### src/hw/rtl/wav_pcm_stream_parser_macros.svh
// Assertion macros shared by the WAV stream parser RTL.
`ifndef WAV_PCM_STREAM_PARSER_MACROS_SVH
`define WAV_PCM_STREAM_PARSER_MACROS_SVH

// Same-cycle implication, checked on every rising clock edge outside reset.
`define WPSP_ASSERT_NOW(lbl, clk, rst_n, ante, cons, msg) \
    lbl: assert property (@(posedge clk) disable iff (!rst_n) (ante) |-> (cons)) \
        else $error(msg);

// Next-cycle implication.
`define WPSP_ASSERT_NEXT(lbl, clk, rst_n, ante, cons, msg) \
    lbl: assert property (@(posedge clk) disable iff (!rst_n) (ante) |=> (cons)) \
        else $error(msg);

`endif

### src/hw/rtl/wpsp_pkg.sv
// Types, constants and the control store of the WAV stream parser.
package wpsp_pkg;

    localparam int unsigned PC_W = 6;

    // Step addresses. Steps 0..43 consume the header bytes one per step.
    localparam logic [PC_W-1:0] PC_FIRST     = 6'd0;
    localparam logic [PC_W-1:0] POS_RIFF     = 6'd3;
    localparam logic [PC_W-1:0] POS_WAVE     = 6'd11;
    localparam logic [PC_W-1:0] POS_FMT      = 6'd15;
    localparam logic [PC_W-1:0] POS_FMT_SIZE = 6'd19;
    localparam logic [PC_W-1:0] POS_CHANNELS = 6'd23;
    localparam logic [PC_W-1:0] POS_RATE     = 6'd27;
    localparam logic [PC_W-1:0] POS_BITS     = 6'd35;
    localparam logic [PC_W-1:0] POS_DATA     = 6'd39;
    localparam logic [PC_W-1:0] POS_LAST     = 6'd43;
    localparam logic [PC_W-1:0] PC_ZCHK      = 6'd44;
    localparam logic [PC_W-1:0] PC_DIV       = 6'd45;
    localparam logic [PC_W-1:0] PC_HOUT      = 6'd46;
    localparam logic [PC_W-1:0] PC_SAMP      = 6'd47;
    localparam logic [PC_W-1:0] PC_HALT      = 6'd48;

    // Little-endian tag words as they sit in the assembly register.
    localparam logic [31:0] TAG_RIFF  = 32'h4646_4952;
    localparam logic [31:0] TAG_WAVE  = 32'h4556_4157;
    localparam logic [31:0] TAG_FMT   = 32'h2074_6D66;
    localparam logic [31:0] TAG_DATA  = 32'h6174_6164;
    localparam logic [31:0] FMT_SIZE  = 32'd16;

    localparam logic [15:0] BITS_8  = 16'd8;
    localparam logic [15:0] BITS_16 = 16'd16;
    localparam logic [15:0] BITS_32 = 16'd32;

    localparam int unsigned DIVIDEND_W = 32;
    localparam int unsigned DIVISOR_W  = 29;

    typedef enum logic [1:0] {
        KIND_HEADER = 2'd0,
        KIND_SAMPLE = 2'd1,
        KIND_ERROR  = 2'd2
    } kind_t;

    typedef enum logic [2:0] {
        ERR_NONE     = 3'd0,
        ERR_RIFF     = 3'd1,
        ERR_WAVE     = 3'd2,
        ERR_FMT_TAG  = 3'd3,
        ERR_FMT_SIZE = 3'd4,
        ERR_DATA_TAG = 3'd5,
        ERR_ZERO_DIV = 3'd6
    } err_code_t;

    typedef enum logic [3:0] {
        OP_SHIFT      = 4'd0,
        OP_CHECK_TAG  = 4'd1,
        OP_CAP_CH     = 4'd2,
        OP_CAP_RATE   = 4'd3,
        OP_CAP_BITS   = 4'd4,
        OP_ZERO_CHECK = 4'd5,
        OP_DIV_WAIT   = 4'd6,
        OP_HDR_OUT    = 4'd7,
        OP_SAMPLE     = 4'd8,
        OP_IGNORE     = 4'd9
    } op_t;

    // One control word: does the step take a byte, what it does, where it goes.
    typedef struct packed {
        logic            wait_byte;
        op_t             op;
        err_code_t       code;
        logic [PC_W-1:0] next;
        logic [PC_W-1:0] alt;
    } ucode_t;

    typedef struct packed {
        logic [7:0] data_byte;
        logic       file_start;
    } byte_t;

    typedef struct packed {
        logic [1:0]         result_kind;
        logic [2:0]         error_code;
        logic [15:0]        channel_count;
        logic [31:0]        sample_rate;
        logic [15:0]        sample_bits;
        logic [31:0]        frame_count;
        logic [15:0]        channel_index;
        logic signed [31:0] sample_value;
        logic               last_sample;
    } result_t;

    // Expected word for each header check.
    function automatic logic [31:0] tag_value(input err_code_t code);
        logic [31:0] v;
        unique case (code)
            ERR_RIFF:     v = TAG_RIFF;
            ERR_WAVE:     v = TAG_WAVE;
            ERR_FMT_TAG:  v = TAG_FMT;
            ERR_FMT_SIZE: v = FMT_SIZE;
            ERR_DATA_TAG: v = TAG_DATA;
            default:      v = '0;
        endcase
        return v;
    endfunction

    // Control store.
    function automatic ucode_t ucode(input logic [PC_W-1:0] pc);
        ucode_t w;
        w.wait_byte = 1'b1;
        w.op        = OP_SHIFT;
        w.code      = ERR_NONE;
        w.next      = pc + 6'd1;
        w.alt       = PC_HALT;
        case (pc) inside
            POS_RIFF:     begin w.op = OP_CHECK_TAG; w.code = ERR_RIFF;     end
            POS_WAVE:     begin w.op = OP_CHECK_TAG; w.code = ERR_WAVE;     end
            POS_FMT:      begin w.op = OP_CHECK_TAG; w.code = ERR_FMT_TAG;  end
            POS_FMT_SIZE: begin w.op = OP_CHECK_TAG; w.code = ERR_FMT_SIZE; end
            POS_DATA:     begin w.op = OP_CHECK_TAG; w.code = ERR_DATA_TAG; end
            POS_CHANNELS: w.op = OP_CAP_CH;
            POS_RATE:     w.op = OP_CAP_RATE;
            POS_BITS:     w.op = OP_CAP_BITS;
            POS_LAST:     w.next = PC_ZCHK;
            [PC_FIRST:POS_LAST]: w.op = OP_SHIFT;
            PC_ZCHK:
            begin
                w.wait_byte = 1'b0;
                w.op        = OP_ZERO_CHECK;
                w.code      = ERR_ZERO_DIV;
                w.next      = PC_DIV;
            end
            PC_DIV:
            begin
                w.wait_byte = 1'b0;
                w.op        = OP_DIV_WAIT;
                w.next      = PC_HOUT;
            end
            PC_HOUT:
            begin
                w.wait_byte = 1'b0;
                w.op        = OP_HDR_OUT;
                w.next      = PC_SAMP;
            end
            PC_SAMP:
            begin
                w.op   = OP_SAMPLE;
                w.next = PC_SAMP;
            end
            default:
            begin
                w.op   = OP_IGNORE;
                w.next = PC_HALT;
            end
        endcase
        return w;
    endfunction

endpackage

### src/hw/rtl/wpsp_divider.sv
// Bit-serial restoring divider for the frame count, one quotient bit per cycle.
module wpsp_divider (
    input  logic                                 clk,
    input  logic                                 rst_n,
    input  logic                                 start,
    input  logic [wpsp_pkg::DIVIDEND_W-1:0]      dividend,
    input  logic [wpsp_pkg::DIVISOR_W-1:0]       divisor,
    output logic                                 done,
    output logic [wpsp_pkg::DIVIDEND_W-1:0]      quotient
);
    import wpsp_pkg::*;

    localparam int unsigned CNT_W = $clog2(DIVIDEND_W);

    logic                  busy_reg, busy_next;
    logic                  done_reg, done_next;
    logic [CNT_W-1:0]      cnt_reg, cnt_next;
    logic [DIVISOR_W-1:0]  rem_reg, rem_next;
    logic [DIVIDEND_W-1:0] dvd_reg, dvd_next;
    logic [DIVISOR_W-1:0]  dvs_reg, dvs_next;
    logic [DIVISOR_W:0]    trial;
    logic                  fits;

    // One restoring step: shift in the next dividend bit, subtract if it fits.
    always_comb
    begin
        trial     = {rem_reg, dvd_reg[DIVIDEND_W-1]};
        fits      = trial >= {1'b0, dvs_reg};
        busy_next = busy_reg;
        done_next = 1'b0;
        cnt_next  = cnt_reg;
        rem_next  = rem_reg;
        dvd_next  = dvd_reg;
        dvs_next  = dvs_reg;
        if (start)
        begin
            busy_next = 1'b1;
            cnt_next  = CNT_W'(DIVIDEND_W - 1);
            rem_next  = '0;
            dvd_next  = dividend;
            dvs_next  = divisor;
        end
        else if (busy_reg)
        begin
            rem_next = fits ? DIVISOR_W'(trial - {1'b0, dvs_reg}) : trial[DIVISOR_W-1:0];
            dvd_next = {dvd_reg[DIVIDEND_W-2:0], fits};
            cnt_next = cnt_reg - 1'b1;
            if (cnt_reg == '0)
            begin
                busy_next = 1'b0;
                done_next = 1'b1;
            end
        end
    end

    // Control
    always_ff @(posedge clk or negedge rst_n)
    begin
        if (!rst_n)
        begin
            busy_reg <= 1'b0;
            done_reg <= 1'b0;
            cnt_reg  <= '0;
        end
        else
        begin
            busy_reg <= busy_next;
            done_reg <= done_next;
            cnt_reg  <= cnt_next;
        end
    end

    // Datapath
    always_ff @(posedge clk)
    begin
        rem_reg <= rem_next;
        dvd_reg <= dvd_next;
        dvs_reg <= dvs_next;
    end

    assign done     = done_reg;
    assign quotient = dvd_reg;

endmodule

### src/hw/rtl/wav_pcm_stream_parser.sv
// Top level of the WAV stream parser: microcoded sequencer and output register.
// Takes a WAV file one byte per request and reads the 44-byte RIFF/WAVE header,
// checking the RIFF, WAVE, "fmt " and "data" tags and a format size of 16; a
// failed check gives one error result, after which bytes are dropped until the
// next byte flagged file_start. After the last header byte byte_ready stays low
// through the zero check, the bit-serial frame-count divider (one quotient bit
// per cycle) and the posting of the header result. Header and sample bytes are
// otherwise taken one per cycle while the output register is empty or draining.
// For 8, 16 and 32-bit depths each sample comes out left-aligned as two's
// complement Q1.31 with its channel, the final one marked last_sample.
// Results wait in one output register; a new byte is taken while it drains.
`include "wav_pcm_stream_parser_macros.svh"

module wav_pcm_stream_parser (
    input  logic              clk,
    input  logic              rst_n,
    input  logic              byte_valid,
    output logic              byte_ready,
    input  wpsp_pkg::byte_t   byte_data,
    output logic              result_valid,
    input  logic              result_ready,
    output wpsp_pkg::result_t result_data
);
    import wpsp_pkg::*;

    logic [PC_W-1:0] pc_reg, pc_next;
    logic [31:0]     asm_reg, asm_next;
    logic [15:0]     ch_reg, ch_next;
    logic [31:0]     rate_reg, rate_next;
    logic [15:0]     bits_reg, bits_next;
    logic [31:0]     frames_reg, frames_next;
    logic [1:0]      bis_reg, bis_next;
    logic [15:0]     cur_reg, cur_next;
    logic            result_valid_reg, result_valid_next;
    result_t         result_reg, result_next;

    logic            slot_free;
    logic            take;
    logic            fs;
    logic [PC_W-1:0] pc_x;
    ucode_t          uw_cur;
    ucode_t          uw;
    logic [31:0]     shifted;
    logic            emit;
    result_t         out_word;
    logic [12:0]     width;
    logic [16:0]     cur_plus;
    logic [31:0]     frames_dec;
    logic            bits_ok;
    logic            div_start;
    logic            div_done;
    logic [31:0]     div_quot;
    logic [DIVISOR_W-1:0] div_divisor;

    // Handshake
    assign slot_free  = !result_valid_reg || result_ready;
    assign uw_cur     = ucode(pc_reg);
    assign byte_ready = uw_cur.wait_byte && slot_free;
    assign take       = byte_valid && byte_ready;
    assign fs         = take && byte_data.file_start;

    // A new file restarts the program at the first header byte.
    assign pc_x    = fs ? PC_FIRST : pc_reg;
    assign uw      = ucode(pc_x);
    assign shifted = {byte_data.data_byte, (fs ? 24'd0 : asm_reg[31:8])};

    assign width       = bits_reg[15:3];
    assign div_divisor = {16'd0, width} * {13'd0, ch_reg};
    assign cur_plus    = {1'b0, cur_reg} + 17'd1;
    assign frames_dec  = frames_reg - 32'd1;
    assign bits_ok     = bits_reg == BITS_8 || bits_reg == BITS_16 || bits_reg == BITS_32;

    wpsp_divider u_div (
        .clk      (clk),
        .rst_n    (rst_n),
        .start    (div_start),
        .dividend (asm_reg),
        .divisor  (div_divisor),
        .done     (div_done),
        .quotient (div_quot)
    );

    // Execute the current control word
    always_comb
    begin
        pc_next     = pc_reg;
        asm_next    = asm_reg;
        ch_next     = ch_reg;
        rate_next   = rate_reg;
        bits_next   = bits_reg;
        frames_next = frames_reg;
        bis_next    = bis_reg;
        cur_next    = cur_reg;
        emit        = 1'b0;
        out_word    = '0;
        div_start   = 1'b0;
        unique case (uw.op)
            OP_SHIFT:
            begin
                if (take)
                begin
                    asm_next = shifted;
                    pc_next  = uw.next;
                end
            end
            OP_CHECK_TAG:
            begin
                if (take)
                begin
                    asm_next = shifted;
                    if (shifted != tag_value(uw.code))
                    begin
                        emit                = 1'b1;
                        out_word.result_kind = KIND_ERROR;
                        out_word.error_code  = uw.code;
                        pc_next             = uw.alt;
                    end
                    else
                    begin
                        pc_next = uw.next;
                    end
                end
            end
            OP_CAP_CH:
            begin
                if (take)
                begin
                    asm_next = shifted;
                    ch_next  = shifted[31:16];
                    pc_next  = uw.next;
                end
            end
            OP_CAP_RATE:
            begin
                if (take)
                begin
                    asm_next  = shifted;
                    rate_next = shifted;
                    pc_next   = uw.next;
                end
            end
            OP_CAP_BITS:
            begin
                if (take)
                begin
                    asm_next  = shifted;
                    bits_next = shifted[31:16];
                    pc_next   = uw.next;
                end
            end
            OP_ZERO_CHECK:
            begin
                if (width == '0 || ch_reg == '0)
                begin
                    if (slot_free)
                    begin
                        emit                 = 1'b1;
                        out_word.result_kind = KIND_ERROR;
                        out_word.error_code  = uw.code;
                        pc_next              = uw.alt;
                    end
                end
                else
                begin
                    div_start = 1'b1;
                    pc_next   = uw.next;
                end
            end
            OP_DIV_WAIT:
            begin
                if (div_done)
                begin
                    frames_next = div_quot;
                    pc_next     = uw.next;
                end
            end
            OP_HDR_OUT:
            begin
                if (slot_free)
                begin
                    emit                   = 1'b1;
                    out_word.result_kind   = KIND_HEADER;
                    out_word.channel_count = ch_reg;
                    out_word.sample_rate   = rate_reg;
                    out_word.sample_bits   = bits_reg;
                    out_word.frame_count   = frames_reg;
                    asm_next               = '0;
                    bis_next               = '0;
                    cur_next               = '0;
                    pc_next = (frames_reg != '0 && bits_ok) ? uw.next : uw.alt;
                end
            end
            OP_SAMPLE:
            begin
                if (take)
                begin
                    asm_next = shifted;
                    if ({1'b0, bis_reg} + 3'd1 < width[2:0])
                    begin
                        bis_next = bis_reg + 2'd1;
                    end
                    else
                    begin
                        emit                   = 1'b1;
                        out_word.result_kind   = KIND_SAMPLE;
                        out_word.channel_index = cur_reg;
                        out_word.sample_value  = shifted;
                        out_word.last_sample   = frames_reg == 32'd1 && cur_plus == {1'b0, ch_reg};
                        asm_next               = '0;
                        bis_next               = '0;
                        // Wrap the channel at the end of a frame.
                        if (cur_plus >= {1'b0, ch_reg})
                        begin
                            cur_next    = '0;
                            frames_next = frames_dec;
                            if (frames_dec == '0)
                            begin
                                pc_next = uw.alt;
                            end
                        end
                        else
                        begin
                            cur_next = cur_plus[15:0];
                        end
                    end
                end
            end
            OP_IGNORE:
            begin
                pc_next = uw.next;
            end
            default:
            begin
                pc_next = PC_HALT;
            end
        endcase
    end

    // Output register
    always_comb
    begin
        result_valid_next = result_valid_reg;
        result_next       = result_reg;
        if (emit)
        begin
            result_valid_next = 1'b1;
            result_next       = out_word;
        end
        else if (result_ready)
        begin
            result_valid_next = 1'b0;
        end
    end

    // Control state
    always_ff @(posedge clk or negedge rst_n)
    begin
        if (!rst_n)
        begin
            pc_reg           <= PC_FIRST;
            bis_reg          <= '0;
            cur_reg          <= '0;
            result_valid_reg <= 1'b0;
        end
        else
        begin
            pc_reg           <= pc_next;
            bis_reg          <= bis_next;
            cur_reg          <= cur_next;
            result_valid_reg <= result_valid_next;
        end
    end

    // Datapath
    always_ff @(posedge clk)
    begin
        asm_reg    <= asm_next;
        ch_reg     <= ch_next;
        rate_reg   <= rate_next;
        bits_reg   <= bits_next;
        frames_reg <= frames_next;
        result_reg <= result_next;
    end

    assign result_valid = result_valid_reg;
    assign result_data  = result_reg;

    // Checks
    `WPSP_ASSERT_NOW(a_emit_slot_free, clk, rst_n, emit, slot_free, "result overwritten while still pending")
    `WPSP_ASSERT_NOW(a_done_in_div, clk, rst_n, div_done, pc_reg == PC_DIV, "divider finished outside the wait step")
    `WPSP_ASSERT_NEXT(a_start_to_div, clk, rst_n, div_start, pc_reg == PC_DIV && !byte_ready, "no wait step after divider start")
    `WPSP_ASSERT_NOW(a_sample_in_phase, clk, rst_n, emit && out_word.result_kind == KIND_SAMPLE, pc_reg == PC_SAMP && !fs, "sample emitted outside the sample step")

endmodule
### config.mk
export PLATFORM = sky130hd
export DESIGN_NAME = wav_pcm_stream_parser
export DESIGN_NICKNAME = d
export VERILOG_FILES = /design/src/hw/rtl/wpsp_pkg.sv /design/src/hw/rtl/wpsp_divider.sv /design/src/hw/rtl/wav_pcm_stream_parser.sv
export VERILOG_INCLUDE_DIRS = /design/src /design/src/hw/rtl
export SDC_FILE = /design/constraint.sdc
export NUM_CORES = 1
export LEC_CHECK = 0
export BUFFER_PORTS_ARGS = -buffer_cell sky130_fd_sc_hd__buf_2
export CAP_MARGIN = 10
export CORE_MARGIN = 1
export CORE_UTILIZATION = 65
export CTS_BUF_LIST = sky130_fd_sc_hd__clkbuf_8
export CTS_CLUSTER_DIAMETER = 100
export CTS_CLUSTER_SIZE = 10
export DETAILED_ROUTE_END_ITERATION = 8
export PLACE_DENSITY = 0.83
export SYNTH_ARGS = -nofsm -noshare
export SYNTH_HDL_FRONTEND = slang
export SYNTH_SLANG_ARGS = --single-unit
### constraint.sdc
create_clock -name clk -period 17.25 [get_ports clk]
set_input_delay 0.8625 -clock clk [delete_from_list [all_inputs] [get_ports clk]]
set_output_delay 0.8625 -clock clk [all_outputs]
set_load 0.03 [all_outputs]
==> key figures <==
Status
  • Outcome: finished, final reports clean

Timing
  • Hold Violations, Final: 0
  • Final setup margin: 10.35 ns
  • Slew @ Worst Pin: 1.16 ns
  • Setup violators final: 0
  • Max-slew violations: 0
  • Setup_tns: 0 ns
  • Worst Skew: 0.0426 ns
  • Final Critical Period: 6.90 ns
  • RSZ-0062 raised after global routing: no
  • Highest Clock Rate: 145 MHz
  • Final Hold Slack: 0.317 ns
  • Final period utilization: 40.0%
  • Rel. slew slack: 22.4%

Synth
  • Synthesized area per cell: 10.4 µm²
  • Top-count cell post-synth: nand2_1
  • Share of the synthesized area in the top cell type: 39.7%
  • Seq/Total Area, Yosys: approximately 45%
  • Synth warn: 0
  • Syn Inst Count: 2462
  • Largest area contributor in the netlist: edfxtp_1
  • Seq cells post-synth: 400
  • Synthesized area: 0.0256 mm²
  • Ys async rst share: under 10%
  • Commonest cells in the netlist: nand2_1 (358), edfxtp_1 (339), inv_1 (248)
  • Number of enable flip-flop cells after synthesis: roughly 340
  • Synth unique cells: 83
  • Ys flop type: edfxtp_1
  • Largest cells by area after synthesis: edfxtp_1 (40%), fa_1 (12%), ha_1 (6.5%)
  • Synth Net Count: between 2000 and 3000

Global route
  • Initial antenna violation count: 0
  • First-pass GRT wire length: 99000 µm
  • M2 GR Usage: about half
  • Largest net degree at the start of global routing: 81
  • GRT overflow: 0
  • Vias in the first global route: 18598
  • Met1 layer usage reported by global route: 43.2%
  • Met3 usage: 5.47%
  • Most used routing layer: met2
  • Gr usage total: 31.3%

Placement
  • Dpl ws: ~10 ns
  • Routability congestion estimate from global placement: 0.925
  • Post-Place Cells: 3039
  • Port bufs: 164
  • Dpl hpwl: 44900 µm

Critical path
  • CP Capture Type: flop
  • Critical-path top delay cell: nand2_4
  • CP arrival: 7.16 ns
  • Worst-path cell chain: nand2_1, or3_1, nand2_1, and2_1, ha_1, nor2b_1, o21ai_0, a221oi_4, nand3_1, or2_2, or3_1, inv_1, nor2_1, nand2_4, buf_4
  • FF-to-FF Start: pc_reg[3]$_DFFE_PN0P_
  • Reg-to-reg setup timing slack: approximately 10 ns
  • R2R cell count: 15
  • Worst Setup Start Kind: flop
  • Max incr delay on CP: 0.86 ns
  • RR Endpoint: result_data[50]$_SDFFCE_PN0P_
  • Crit path kind: reg -> reg
  • Max FO, Critical Path: 80
  • Critical Path RT: 17.51 ns

Cells and area
  • Max reg flops: 150
  • Antenna cells: 0
  • Final #Nets: about 2900
  • Area delta synth->final: 7.71%
  • Layout fillers: 2846
  • Layout Cells excl Fill: 3115
  • Layout cells sized above 1: 10.4%
  • Fin util: 71.2%

Clocking
  • Post-CTS Setup Inserts: 0
  • CTS Buf Count: 46
  • H-tree depth: 2
  • Clock Root Buffer: clkbuf_8
  • TritonCTS clock tree: done
  • PostCTS Resize Cnt: 0
  • Hold_buf cts: 0
  • CTS Sinks: 400
  • Clock Latency Late Sink: 0.65 ns
  • Max clock buf depth: 3
  • Worst-path clk slew: 0.07 ns

Floorplan
  • Initial core utilization: 66.1%
  • Die X: 201 µm
  • Total Die Area: 0.0402 mm²
  • I/O pin count: 165
  • Die Y: roughly 200 µm
  • Rows: between 70 and 80
  • Core footprint: 0.0387 mm²

Route
  • Post-Route WL: 62300 µm
  • DR WL/cell: between 15 and 20 µm
  • DRT iter0 DRCs: 1966
  • Vias: 18837
  • Routed vias/inst: 6.05
  • ANT nets after route: 0
  • Residual DRC count: 0
  • Drt pass-1 iters: 6

Min path
  • Worst hold path class: in -> async

Job
  • Max cap viols: 0

Power and ir drop
  • Peak VDD IR: 0.0711 mV
  • Pleak: 12.1 nW
  • Power per cell area: 112 mW/mm²
## metal layers
layer  share of wire, %  wire [µm]  vias up
met2                 47      29300      902
met1                 41      25400     9232
met5                  0          0        -
li1                   -          -     8543
met4                3.6       2230        0
met3                8.6       5390      160
## through the flow
stage	cell area (µm²)	total power, mW
detailed placement	26800	2.49
CTS	27600	3.08
floorplan	25600	2.21
finish	27600	3.08
global route	27600	3.26
global placement	26800	2.45
## logic make-up after synthesis
group	synth area share [%]
muxes	1.14
xor gates and xnor gates	3.32
DFF	45.1
buffers and inverters	5.59
AOI/OAI and AO/OA	8.50
adders and majority gates	18.6
and+or+nand+nor	17.7
## how the worst max path moves through the flow
stage | endpoint | slack, ns | startpoint
finish | result_data[50]$_SDFFCE_PN0P_ | 10.35 | pc_reg[3]$_DFFE_PN0P_
CTS | result_data[55]$_SDFFCE_PN0P_ | 10.37 | pc_reg[3]$_DFFE_PN0P_
detailed placement | result_data[49]$_SDFFCE_PN0P_ | 9.98 | result_ready
global route | result_data[79]$_SDFFCE_PN0P_ | 9.81 | pc_reg[3]$_DFFE_PN0P_
floorplan | result_data[0]$_SDFFCE_PP0P_ | 9.27 | result_ready
global placement | result_data[99]$_SDFFCE_PN0P_ | 10.10 | result_ready
## critical path, delay by kind of cell (launching register included)
kind                       cells  cell delay, ns
adders and majority gates      1            0.52
and+or+nand+nor               10            3.31
DFF                            1            0.70
buffers and inverters          2            1.31
AOI/OAI and AO/OA              2            0.62
## power by group
part	total [mW]	switching, mW	internal (mW)
logic	1.11	0.685	0.422
registers	1.38	0.116	1.26
clock network	0.597	0.343	0.254
## area by class of cell
type                       count  area, µm²  area share [%]
multi-input combinational   1688      12700            46.0
sequential                   400      11600            41.9
timing repair buffer         182        956            3.46
inverter                     251        942            3.41
tap                          518        648            2.35
clock buffer                  47        647            2.34
clock inverter                29        138           0.499
## cells in the final DEF, fill, tap and decap left out, drive strengths merged, types with 54 or more instances in the layout
cell    instances
o21ai         113
fa            155
a21oi          71
nor2          173
buf           182
xnor2          60
nand2         358
and2          181
nand3          54
edfxtp        339
inv           276
ha            133
No activity file was read; power rests on OpenSTA's default activity.
